[src/rtl/core/rsa_mexp_pkg.sv]
// Shared constants and types for the modular exponentiation core.
// No dependencies.
package rsa_mexp_pkg;

   localparam int CSR_IDX_W = 2;

   localparam logic [CSR_IDX_W-1:0] CSR_MODULUS          = 2'd0;
   localparam logic [CSR_IDX_W-1:0] CSR_PUBLIC_EXPONENT  = 2'd1;
   localparam logic [CSR_IDX_W-1:0] CSR_PRIVATE_EXPONENT = 2'd2;

   localparam logic OP_ENCRYPT = 1'b0;
   localparam logic OP_DECRYPT = 1'b1;

   // largest result width carried on the response
   localparam int RESULT_MAX_W = 32;

   typedef struct packed {
      logic busy;
      logic done;
   } mul_status_type;

endpackage

[src/rtl/core/rsa_mexp_modmul.sv]
// Bit-serial modular multiplier: (a * b) mod n, one bit of b per cycle, MSB first.
// Depends on rsa_mexp_pkg.
module rsa_mexp_modmul #(
   parameter int WIDTH = 32
) (
   input  logic                        clock,
   input  logic                        reset,
   input  logic                        start,
   input  logic [WIDTH-1:0]            a,
   input  logic [WIDTH-1:0]            b,
   input  logic [WIDTH-1:0]            n,
   output rsa_mexp_pkg::mul_status_type status,
   output logic [WIDTH-1:0]            product
);
   import rsa_mexp_pkg::*;

   localparam int CNT_W = $clog2(WIDTH + 1);

   logic [WIDTH-1:0] acc_ff, acc_in;
   logic [WIDTH-1:0] a_ff, a_in;
   logic [WIDTH-1:0] b_ff, b_in;
   logic [CNT_W-1:0] cnt_ff, cnt_in;
   logic             busy_ff, busy_in;
   logic             done_ff, done_in;
   logic [WIDTH-1:0] dbl;

   // (x + y) mod m for x, y below m
   function automatic logic [WIDTH-1:0] add_mod(input logic [WIDTH-1:0] x,
                                               input logic [WIDTH-1:0] y,
                                               input logic [WIDTH-1:0] m);
      logic [WIDTH:0] s;
      logic [WIDTH:0] t;
      s = {1'b0, x} + {1'b0, y};
      t = s - {1'b0, m};
      return t[WIDTH] ? s[WIDTH-1:0] : t[WIDTH-1:0];
   endfunction

   always_comb begin
      acc_in  = acc_ff;
      a_in    = a_ff;
      b_in    = b_ff;
      cnt_in  = cnt_ff;
      busy_in = busy_ff;
      done_in = 1'b0;
      dbl     = add_mod(acc_ff, acc_ff, n);
      if (start) begin
         acc_in  = '0;
         a_in    = a;
         b_in    = b;
         cnt_in  = CNT_W'(WIDTH);
         busy_in = 1'b1;
      end else if (busy_ff) begin
         acc_in = b_ff[WIDTH-1] ? add_mod(dbl, a_ff, n) : dbl;
         b_in   = {b_ff[WIDTH-2:0], 1'b0};
         cnt_in = cnt_ff - 1'b1;
         if (cnt_ff == CNT_W'(1)) begin
            busy_in = 1'b0;
            done_in = 1'b1;
         end
      end
   end

   always_ff @(posedge clock) begin
      acc_ff <= acc_in;
      a_ff   <= a_in;
      b_ff   <= b_in;
      if (reset) begin
         cnt_ff  <= '0;
         busy_ff <= 1'b0;
         done_ff <= 1'b0;
      end else begin
         cnt_ff  <= cnt_in;
         busy_ff <= busy_in;
         done_ff <= done_in;
      end
   end

   assign status.busy = busy_ff;
   assign status.done = done_ff;
   assign product     = acc_ff;

endmodule

[src/rtl/core/rsa_modular_exponentiation_core.sv]
// Modular exponentiation core: result = message ^ exponent mod modulus.
// Depends on rsa_mexp_pkg and rsa_mexp_modmul.
//
// Usage:
//   csr_we/csr_index/csr_wdata load modulus (0), public exponent (1) and
//   private exponent (2); write only while the core is idle.
//   Request item: req_tdata = message value, req_tuser = op (0 encrypt with
//   the public exponent, 1 decrypt with the private exponent).
//   Response item: rsp_tdata = result value.
// Operation:
//   Square and multiply over all WIDTH exponent bits, MSB first; each modular
//   multiply runs through start, WIDTH steps and a hand-off. One item at a
//   time: req_tready returns with rsp_tvalid; a modulus of zero skips the
//   multiplies and returns 0 through S_OUT.
// Reset: clears control state; registers return to modulus 1, exponents 0.
// Stall: the response is held in an output register; the core accepts the
// next item while it waits, and a finished result waits in the core until
// the register frees up.
module rsa_modular_exponentiation_core #(
   parameter int WIDTH = 32
) (
   input  logic                                 clock,
   input  logic                                 reset,
   input  logic                                 req_tvalid,
   output logic                                 req_tready,
   input  logic [((WIDTH+7)/8)*8-1:0]           req_tdata,   // [WIDTH-1:0] message_value
   input  logic                                 req_tuser,   // [0] op
   output logic                                 rsp_tvalid,
   input  logic                                 rsp_tready,
   output logic [((WIDTH+7)/8)*8-1:0]           rsp_tdata,   // result_value
   input  logic                                 csr_we,
   input  logic [rsa_mexp_pkg::CSR_IDX_W-1:0]   csr_index,
   input  logic [WIDTH-1:0]                     csr_wdata
);
   import rsa_mexp_pkg::*;

   localparam int DATA_W = ((WIDTH + 7) / 8) * 8;
   localparam int RES_W  = (WIDTH < RESULT_MAX_W) ? WIDTH : RESULT_MAX_W;
   localparam int CNT_W  = $clog2(WIDTH + 1);

   localparam logic [1:0] S_IDLE = 2'd0;
   localparam logic [1:0] S_SQR  = 2'd1;
   localparam logic [1:0] S_MUL  = 2'd2;
   localparam logic [1:0] S_OUT  = 2'd3;

   logic [1:0]        state_ff, state_in;
   logic [WIDTH-1:0]  modulus_ff, pub_exp_ff, priv_exp_ff;
   logic [WIDTH-1:0]  acc_ff, acc_in;
   logic [WIDTH-1:0]  base_ff, base_in;
   logic [WIDTH-1:0]  exp_ff, exp_in;
   logic [CNT_W-1:0]  bit_cnt_ff, bit_cnt_in;
   logic              start_ff, start_in;
   logic              rsp_valid_ff, rsp_valid_in;
   logic [DATA_W-1:0] rsp_data_ff, rsp_data_in;
   logic [WIDTH-1:0]  mul_b;
   logic [WIDTH-1:0]  product;
   mul_status_type    mul_st;
   logic              req_fire;
   logic              last_bit;

   assign req_tready = (state_ff == S_IDLE);
   assign req_fire   = req_tvalid && req_tready;
   assign last_bit   = (bit_cnt_ff == CNT_W'(1));
   assign mul_b      = (state_ff == S_MUL) ? base_ff : acc_ff;

   rsa_mexp_modmul #(.WIDTH(WIDTH)) u_modmul (
      .clock   (clock),
      .reset   (reset),
      .start   (start_ff),
      .a       (acc_ff),
      .b       (mul_b),
      .n       (modulus_ff),
      .status  (mul_st),
      .product (product)
   );

   always_comb begin
      state_in     = state_ff;
      acc_in       = acc_ff;
      base_in      = base_ff;
      exp_in       = exp_ff;
      bit_cnt_in   = bit_cnt_ff;
      start_in     = 1'b0;
      rsp_valid_in = rsp_valid_ff && !rsp_tready;
      rsp_data_in  = rsp_data_ff;
      unique case (state_ff)
         S_IDLE: begin
            if (req_fire) begin
               base_in    = req_tdata[WIDTH-1:0];
               exp_in     = (req_tuser == OP_DECRYPT) ? priv_exp_ff : pub_exp_ff;
               bit_cnt_in = CNT_W'(WIDTH);
               acc_in     = (modulus_ff == WIDTH'(1)) ? '0 : WIDTH'(1);
               if (modulus_ff == '0) begin
                  acc_in   = '0;
                  state_in = S_OUT;
               end else begin
                  start_in = 1'b1;
                  state_in = S_SQR;
               end
            end
         end
         S_SQR: begin
            if (mul_st.done && !mul_st.busy) begin
               acc_in = product;
               if (exp_ff[WIDTH-1]) begin
                  start_in = 1'b1;
                  state_in = S_MUL;
               end else begin
                  exp_in     = {exp_ff[WIDTH-2:0], 1'b0};
                  bit_cnt_in = bit_cnt_ff - 1'b1;
                  if (last_bit) begin
                     state_in = S_OUT;
                  end else begin
                     start_in = 1'b1;
                  end
               end
            end
         end
         S_MUL: begin
            if (mul_st.done && !mul_st.busy) begin
               acc_in     = product;
               exp_in     = {exp_ff[WIDTH-2:0], 1'b0};
               bit_cnt_in = bit_cnt_ff - 1'b1;
               if (last_bit) begin
                  state_in = S_OUT;
               end else begin
                  start_in = 1'b1;
                  state_in = S_SQR;
               end
            end
         end
         S_OUT: begin
            if (!rsp_valid_ff || rsp_tready) begin
               rsp_valid_in = 1'b1;
               rsp_data_in  = DATA_W'(acc_ff[RES_W-1:0]);
               state_in     = S_IDLE;
            end
         end
         default: state_in = S_IDLE;
      endcase
   end

   always_ff @(posedge clock) begin
      acc_ff      <= acc_in;
      base_ff     <= base_in;
      exp_ff      <= exp_in;
      rsp_data_ff <= rsp_data_in;
      if (reset) begin
         state_ff     <= S_IDLE;
         bit_cnt_ff   <= '0;
         start_ff     <= 1'b0;
         rsp_valid_ff <= 1'b0;
         modulus_ff   <= WIDTH'(1);
         pub_exp_ff   <= '0;
         priv_exp_ff  <= '0;
      end else begin
         state_ff     <= state_in;
         bit_cnt_ff   <= bit_cnt_in;
         start_ff     <= start_in;
         rsp_valid_ff <= rsp_valid_in;
         if (csr_we) begin
            unique case (csr_index)
               CSR_MODULUS:          modulus_ff  <= csr_wdata;
               CSR_PUBLIC_EXPONENT:  pub_exp_ff  <= csr_wdata;
               CSR_PRIVATE_EXPONENT: priv_exp_ff <= csr_wdata;
               default: ;
            endcase
         end
      end
   end

   assign rsp_tvalid = rsp_valid_ff;
   assign rsp_tdata  = rsp_data_ff;

endmodule

[config.mk]
export PLATFORM = sky130hd
export DESIGN_NAME = rsa_modular_exponentiation_core
export DESIGN_NICKNAME = d
export VERILOG_FILES = /design/src/rtl/core/rsa_mexp_pkg.sv /design/src/rtl/core/rsa_mexp_modmul.sv /design/src/rtl/core/rsa_modular_exponentiation_core.sv
export SDC_FILE = /design/constraint.sdc
export NUM_CORES = 1
export LEC_CHECK = 0
export BUFFER_PORTS_ARGS = -buffer_cell sky130_fd_sc_hd__buf_4
export CORE_AREA = 5 5 241 243
export CTS_CLUSTER_DIAMETER = 50
export DETAILED_ROUTE_END_ITERATION = 16
export DIE_AREA = 0 0 246 248
export PLACE_DENSITY = 0.57
export SYNTH_ARGS = -nofsm -noshare
export SYNTH_HDL_FRONTEND = slang
export SYNTH_SLANG_ARGS = --single-unit
[constraint.sdc]
create_clock -name clock -period 17.4 [get_ports clock]
set_input_delay 0.87 -clock clock [delete_from_list [all_inputs] [get_ports clock]]
set_output_delay 0.87 -clock clock [all_outputs]
set_load 0.02 [all_outputs]
==> flow_summary.yaml, run 1 <==
critical_path:
  critPathSlowestCell: "a31oi_1"
  slowest_delay_ns: 0.56
  cp_num_buf_inv: 3
  r2r-end: "u_modmul.product[21]"
  cp_max_fo: 41
  cp.required_ns: 17.88
  start_kind: "flip-flop"
  cp_top_family: "compound AO/OA/AOI/OAI gates"
  reg2reg_depth: 29
  crit_path_end_kind: "flip-flop"
  arrival_ns: 9.21
  path_class: "flip-flop to flip-flop"
  timing.rr.start: "modulus_ff[0]"
  path_depth: 29
  r2r_slack_ns: 8.67
yosys:
  synth.distinct_cells: 89
  ys_seq_elements: 338
  synth_edf_count: 192
  syn_area_um2: 19320
  async_flop_share_pct: 0
  synth_fp_nets: 2260
  yosysSeqAreaShare_pct: 44.97
  synth-main-ff-cell: "edfxtp_1"
  synth_cells: 2082
  ys_warn_count: 0
  avgSynthCellArea_um2: 9.279
drt:
  drtIter0Drc: 1267
  totalWireLength_um: 54790
  wl_met2_um: 27520
  drc: 0
  drt_pass1_iterations: 6
  avgViaCountPerCell: 5.316
  m1WireLength_um: 23310
  vias: 15602
  postRouteAntennaNets: 0
  met3WireLength_um: 2024
  top_layer: "met4"
  wl_per_cell_um: 18.67
placement:
  hpwl_um: 39690
  numPortBuffers: 105
  finalWeightedCongestion: 0.9494
grt:
  grt_usage_pct: 17.35
  grt_pass1_wl_um: 84410
  grt_max_degree: 106
  antenna_found_initial: 0
  gr-total-overflow: 0
  grt_pass1_vias: 15160
finish:
  final_cell_mix: "330 x nand2_1, 233 x a21oi_1, 192 x edfxtp_1"
  drive_above_1_share_pct: 11.89
  insertedDiodeCount: 0
  finalNetCount: 2321
  final_common_cell: "nand2_1"
  areaGrowthSynthToFinish_pct: 15.34
clock_network:
  post-cts-setup-buffers: 0
  clk_path_buf_depth: 3
  cts_resized: 0
  cts-root-buf: "clkbuf_16"
  htreeDepth: 2
  clock_latency_ns: 0.59
  cts_made_buffers: 45
  cts.sinks: 338
  path_clk_slew_ns: 0.06
  cts_hold_buf: 0
  cts_tree: "done"
floorplanning:
  die_area_um2: 61010
  num_rows: 87
  die_width_um: 246
  core_um2: 55730
  start_util_pct: 34.66
  die_y_um: 248
  io_pins: 106
timing:
  final-hold-violation-count: 0
  skew_ns: 0.04564
  rsz0062_at_grt: "no"
  fmax_mhz: 114.6
  finalSetupViolations: 0
  tns_ns: 0
  relSlewSlack_pct: 23.17
  drv_slew: 0
  tightest_slew_ns: 1.152
  period_needed_ns: 8.727
  layout_worst_path_cycle_share_pct: 50.15
flow_run:
  maxCapViolations: 0
worst_hold_path:
  hold_depth: 2
  hold_end: "priv_exp_ff[7]"
  hp-start: "priv_exp_ff[7]"
  holdCritPathClass: "flip-flop to flip-flop"
run_status:
  outcome: "completed"
-- Yosys cell counts, types with 9 or more instances --
| cell | n | area (um2) |
|---|---|---|
| a211oi_1 | 19 | 142.6 |
| a21o_1 | 40 | 300.3 |
| a21oi_1 | 233 | 1166 |
| a31oi_1 | 16 | 100.1 |
| and2_1 | 40 | 250.2 |
| and3_1 | 12 | 75.07 |
| buf_2 | 11 | 55.05 |
| clkbuf_1 | 86 | 322.8 |
| dfxtp_1 | 146 | 2923 |
| edfxtp_1 | 192 | 5766 |
| ha_1 | 103 | 1289 |
| inv_1 | 79 | 296.5 |
| mux2_2 | 30 | 337.8 |
| mux2i_1 | 87 | 870.8 |
| nand2_1 | 330 | 1239 |
| nand2b_1 | 22 | 137.6 |
| nand3_1 | 31 | 155.2 |
| nand4_1 | 23 | 143.9 |
| nor2_1 | 126 | 473.0 |
| nor2b_1 | 12 | 75.07 |
| nor3_1 | 35 | 175.2 |
| nor3b_1 | 11 | 82.58 |
| nor4_1 | 14 | 87.58 |
| o21a_1 | 18 | 135.1 |
| o21ai_0 | 117 | 585.6 |
| o21ai_1 | 20 | 100.1 |
| o21bai_1 | 13 | 97.59 |
| o32ai_1 | 9 | 78.83 |
| xnor2_1 | 38 | 332.8 |
| xor2_1 | 39 | 341.6 |
-- kinds of logic (layout without fill, tap and decap cells) --
| family | after synthesis | after routing | share of synthesized area [%] |
|---|---|---|---|
| compound gates | 564 | 564 | 17.94 |
| xor+xnor | 79 | 79 | 3.659 |
| fa+ha+maj | 106 | 106 | 6.982 |
| buf+inv | 190 | 287 | 3.925 |
| flops | 338 | 338 | 44.97 |
| mux | 117 | 117 | 6.256 |
| simple gates | 688 | 688 | 16.26 |
-- area by class of cell --
cell class	count	area [um2]
tap	756	945.9
clock inverter	31	315.3
multi-input combinational	1554	9936
fill	5593	33450
clock buffer	52	1162
sequential	338	8692
inverter	80	300.3
timing repair buffer	124	930.9
-- through the flow --
step | worst slack [ns] | instances | area (um2) | utilization (%) | hold WS (ns)
after floorplan | 10.86 | 2082 | 19320 | - | 0.4318
after global placement | 8.958 | 2852 | 20810 | 37.33 | 0.4405
after detailed placement | 8.802 | 2852 | 20810 | 37.33 | 0.4465
after CTS | 8.762 | 2935 | 22280 | 39.98 | 0.4193
after global routing | 8.093 | 2935 | 22280 | 39.98 | 0.4239
final | 8.673 | 2935 | 22280 | 39.98 | 0.4525
-- worst max-delay path by stage --
stage | from | endpoint | slack [ns]
CTS | modulus_ff[0] | u_modmul.product[21] | 8.76
global placement | modulus_ff[0] | u_modmul.product[21] | 8.96
floorplan | modulus_ff[0] | u_modmul.product[21] | 10.86
detailed placement | modulus_ff[0] | u_modmul.product[21] | 8.80
global route | modulus_ff[1] | u_modmul.product[21] | 8.09
finish | modulus_ff[0] | u_modmul.product[21] | 8.67
-- layer usage --
layer / global-route usage [%] / vias to the layer above
li1: - / 7649
met1: 21.56 / 7483
met2: 30.87 / 361
met3: 2.455 / 109
met4: 6.203 / 0
met5: 0 / -
-- tightest hold or removal path: cells and delay by family (launching register included) --
family,cells,cell delay (ns)
DFF,1,0.30
and+or+nand+nor,1,0.05
AOI/OAI and AO/OA,1,0.05
Power of run 1 is not shown: default switching activity piles up to over one toggle a cycle in this logic, so the estimate is an artifact.
==> run 2: changes to the inputs <==
--- a/config.mk
+++ b/config.mk
@@ -5,11 +5,12 @@
 export SDC_FILE = /design/constraint.sdc
 export NUM_CORES = 1
 export LEC_CHECK = 0
+export ABC_AREA = 1
 export BUFFER_PORTS_ARGS = -buffer_cell sky130_fd_sc_hd__buf_4
-export CORE_AREA = 5 5 241 243
+export CORE_AREA = 5 5 255 257
 export CTS_CLUSTER_DIAMETER = 50
 export DETAILED_ROUTE_END_ITERATION = 16
-export DIE_AREA = 0 0 246 248
+export DIE_AREA = 0 0 260 262
 export PLACE_DENSITY = 0.57
 export SYNTH_ARGS = -nofsm -noshare
 export SYNTH_HDL_FRONTEND = slang
==> constraint.sdc (replaced) <==
create_clock -name clock -period 8.9 [get_ports clock]
set_input_delay 0.445 -clock clock [delete_from_list [all_inputs] [get_ports clock]]
set_output_delay 0.445 -clock clock [all_outputs]
set_load 0.02 [all_outputs]
==> run 2 against run 1 <==
Compared with the run above:
- cell area up 10%
- synthesized cell count grew 49%
- first-iteration DRC count grew 19%
- sequential share of layout area is 3.7 points lower
- area after synthesis grew 11%
- clock skew fell by 0.0056 ns
- critical path type unchanged
- critical endpoint unchanged
- largest cell class unchanged
==> flow_summary.yaml, run 2 <==
timing:
  tightest_slew_ns: 1.193
  finalWorstSetupSlack_ns: 1.960
  skew_ns: 0.04008
  rsz0062_at_grt: "no"
  layout_worst_path_cycle_share_pct: 77.97
  relSlewSlack_pct: 20.35
  finalSetupViolations: 0
  tns_ns: 0
  drv_slew: 0
  fmax_mhz: 144.1
  final-hold-violation-count: 0
  period_needed_ns: 6.940
drt:
  wl_per_cell_um: 16.88
  vias: 19498
  top_layer: "met4"
  avgViaCountPerCell: 4.798
  totalWireLength_um: 68600
  drt_pass1_iterations: 6
  drc: 0
  m1WireLength_um: 31760
  wl_met2_um: 30990
  drtIter0Drc: 1511
  postRouteAntennaNets: 0
  met3WireLength_um: 3081
critical_path:
  arrival_ns: 7.42
  r2r-end: "u_modmul.product[21]"
  crit_top_cell: "nand2_1"
  reg2reg_depth: 36
  path_class: "flip-flop to flip-flop"
  crit_path_end_kind: "flip-flop"
  slowest_delay_ns: 0.51
  cp_max_fo: 32
  cp.required_ns: 9.38
  timing.rr.start: "modulus_ff[0]"
  critPathSlowestCell: "fa_1"
  start_kind: "flip-flop"
  r2r_slack_ns: 1.96
clock_network:
  post-cts-setup-buffers: 0
  cts_made_buffers: 46
  path_clk_slew_ns: 0.06
  htreeDepth: 2
  cts_tree: "done"
  cts_resized: 0
  cts-root-buf: "clkbuf_16"
  cts.sinks: 338
  clock_latency_ns: 0.58
  clk_path_buf_depth: 3
  cts_hold_buf: 0
flow_run:
  maxCapViolations: 0
floorplanning:
  die_y_um: 262
  start_util_pct: 34.44
  core_um2: 62500
  io_pins: 106
  num_rows: 92
  die_area_um2: 68120
  die_width_um: 260
yosys:
  synth_commonest_cells: "903 x nand2_1, 492 x inv_1, 361 x nor2_1, 278 x o21ai_0"
  synth.distinct_cells: 41
  yosysSeqAreaShare_pct: 40.36
  synth_cells: 3108
  synthTopCellsByArea: "edfxtp_1 27%, nand2_1 16%, dfxtp_1 14%"
  synth_top_cell_by_area: "edfxtp_1"
  synth_fp_nets: 3286
  avgSynthCellArea_um2: 6.927
  synth_edf_count: 192
  synth-main-ff-cell: "edfxtp_1"
  ys_seq_elements: 338
  synth_top_area_share_pct: 26.78
  ys_warn_count: 0
  async_flop_share_pct: 0
  yosysMostFrequentCell: "nand2_1"
  syn_area_um2: 21530
grt:
  grt_pass1_vias: 18187
  antenna_found_initial: 1
  grt_usage_pct: 19.77
  gr-total-overflow: 0
  grt_max_degree: 100
  grt_pass1_wl_um: 105600
worst_hold_path:
  hold_depth: 1
  holdCritPathClass: "primary input to flip-flop"
  hold_end: "base_ff[9]"
  hp-start: "req_tdata[9]"
finish:
  final_common_cell: "nand2_1"
  areaGrowthSynthToFinish_pct: 14.28
  nFillCells: 6623
  drive_above_1_share_pct: 7.178
  final_cell_mix: "903 x nand2_1, 489 x inv_1, 359 x nor2_1"
  insertedDiodeCount: 0
  finalNetCount: 3363
placement:
  hpwl_um: 53500
  finalWeightedCongestion: 0.9855
  pre_cts_ws_ns: 2.097
  numPortBuffers: 105
run_status:
  outcome: "completed"
run 2: changes by cell type in the layout (fill, tap and decap cells not counted), sizes merged, moves of 18 or more:
| cell | delta |
|---|---|
| nand2 | +589 |
| a21o | -38 |
| mux2 | -30 |
| xnor2 | -19 |
| mux2i | -87 |
| o21ai | +140 |
| nand3 | +162 |
| a211oi | -18 |
| o21a | -18 |
| nand2b | -22 |
| a21oi | -76 |
| a31oi | -20 |
| nor2 | +238 |
| inv | +414 |
run 2: layer usage:
| metal | vias to the layer above | global-route usage [%] |
|---|---|---|
| li1 | 10046 | - |
| met1 | 8879 | 26.88 |
| met2 | 448 | 32.24 |
| met3 | 125 | 2.978 |
| met4 | 0 | 7.089 |
| met5 | - | 0 |
run 2: worst max-delay path by stage:
stage	slack (ns)	end	cells past startpoint	startpoint
after detailed placement	2.10	u_modmul.product[23]	36	modulus_ff[0]
after global placement	2.05	u_modmul.product[21]	38	modulus_ff[0]
after CTS	2.01	u_modmul.product[21]	35	modulus_ff[0]
after floorplan	3.80	u_modmul.product[23]	48	modulus_ff[0]
after global routing	1.21	u_modmul.product[20]	40	modulus_ff[0]
final	1.96	u_modmul.product[21]	36	modulus_ff[0]
run 2: cells by family after synthesis:
| family | Yosys count | synth area share [%] |
|---|---|---|
| and+or+nand+nor | 1577 | 30.12 |
| buffers and inverters | 587 | 10.55 |
| AOI/OAI and AO/OA | 457 | 10.95 |
| DFF | 338 | 40.36 |
| adders and majority gates | 106 | 6.265 |
| xor gates and xnor gates | 43 | 1.749 |
run 2: final cells by class:
cell class / instances / area [um2] / share of cell area (%)
repair buffers: 122 / 915.9 / 3.723
flip-flops and latches: 338 / 8691 / 35.32
inverters: 494 / 1854 / 7.537
clock buffers: 56 / 1240 / 5.040
multi-input cells: 2183 / 10590 / 43.05
clock inverters: 25 / 252.7 / 1.027
well taps: 846 / 1059 / 4.302
run 2: critical path, delay by kind of cell (launching register included):
family / cells / cell delay (ns)
simple gates: 29 / 4.68
fa+ha+maj: 3 / 1.27
flops: 1 / 0.40
buf+inv: 3 / 0.34
compound gates: 1 / 0.10
run 2: metrics by stage:
stage / cells / hold WS, ns / instance area [um2] / util [%]
4_1_cts: 4064 / 0.002181 / 24600 / 39.36
3_5_place_dp: 3983 / 0.4432 / 23110 / 36.97
6_report: 4064 / 0.03773 / 24600 / 39.36
2_1_floorplan: 3108 / 0.4292 / 21530 / -
3_3_place_gp: 3983 / 0.4403 / 23110 / 36.97
5_1_grt: 4064 / 0.005157 / 24600 / 39.36
Power of run 2 is left out for the same reason.
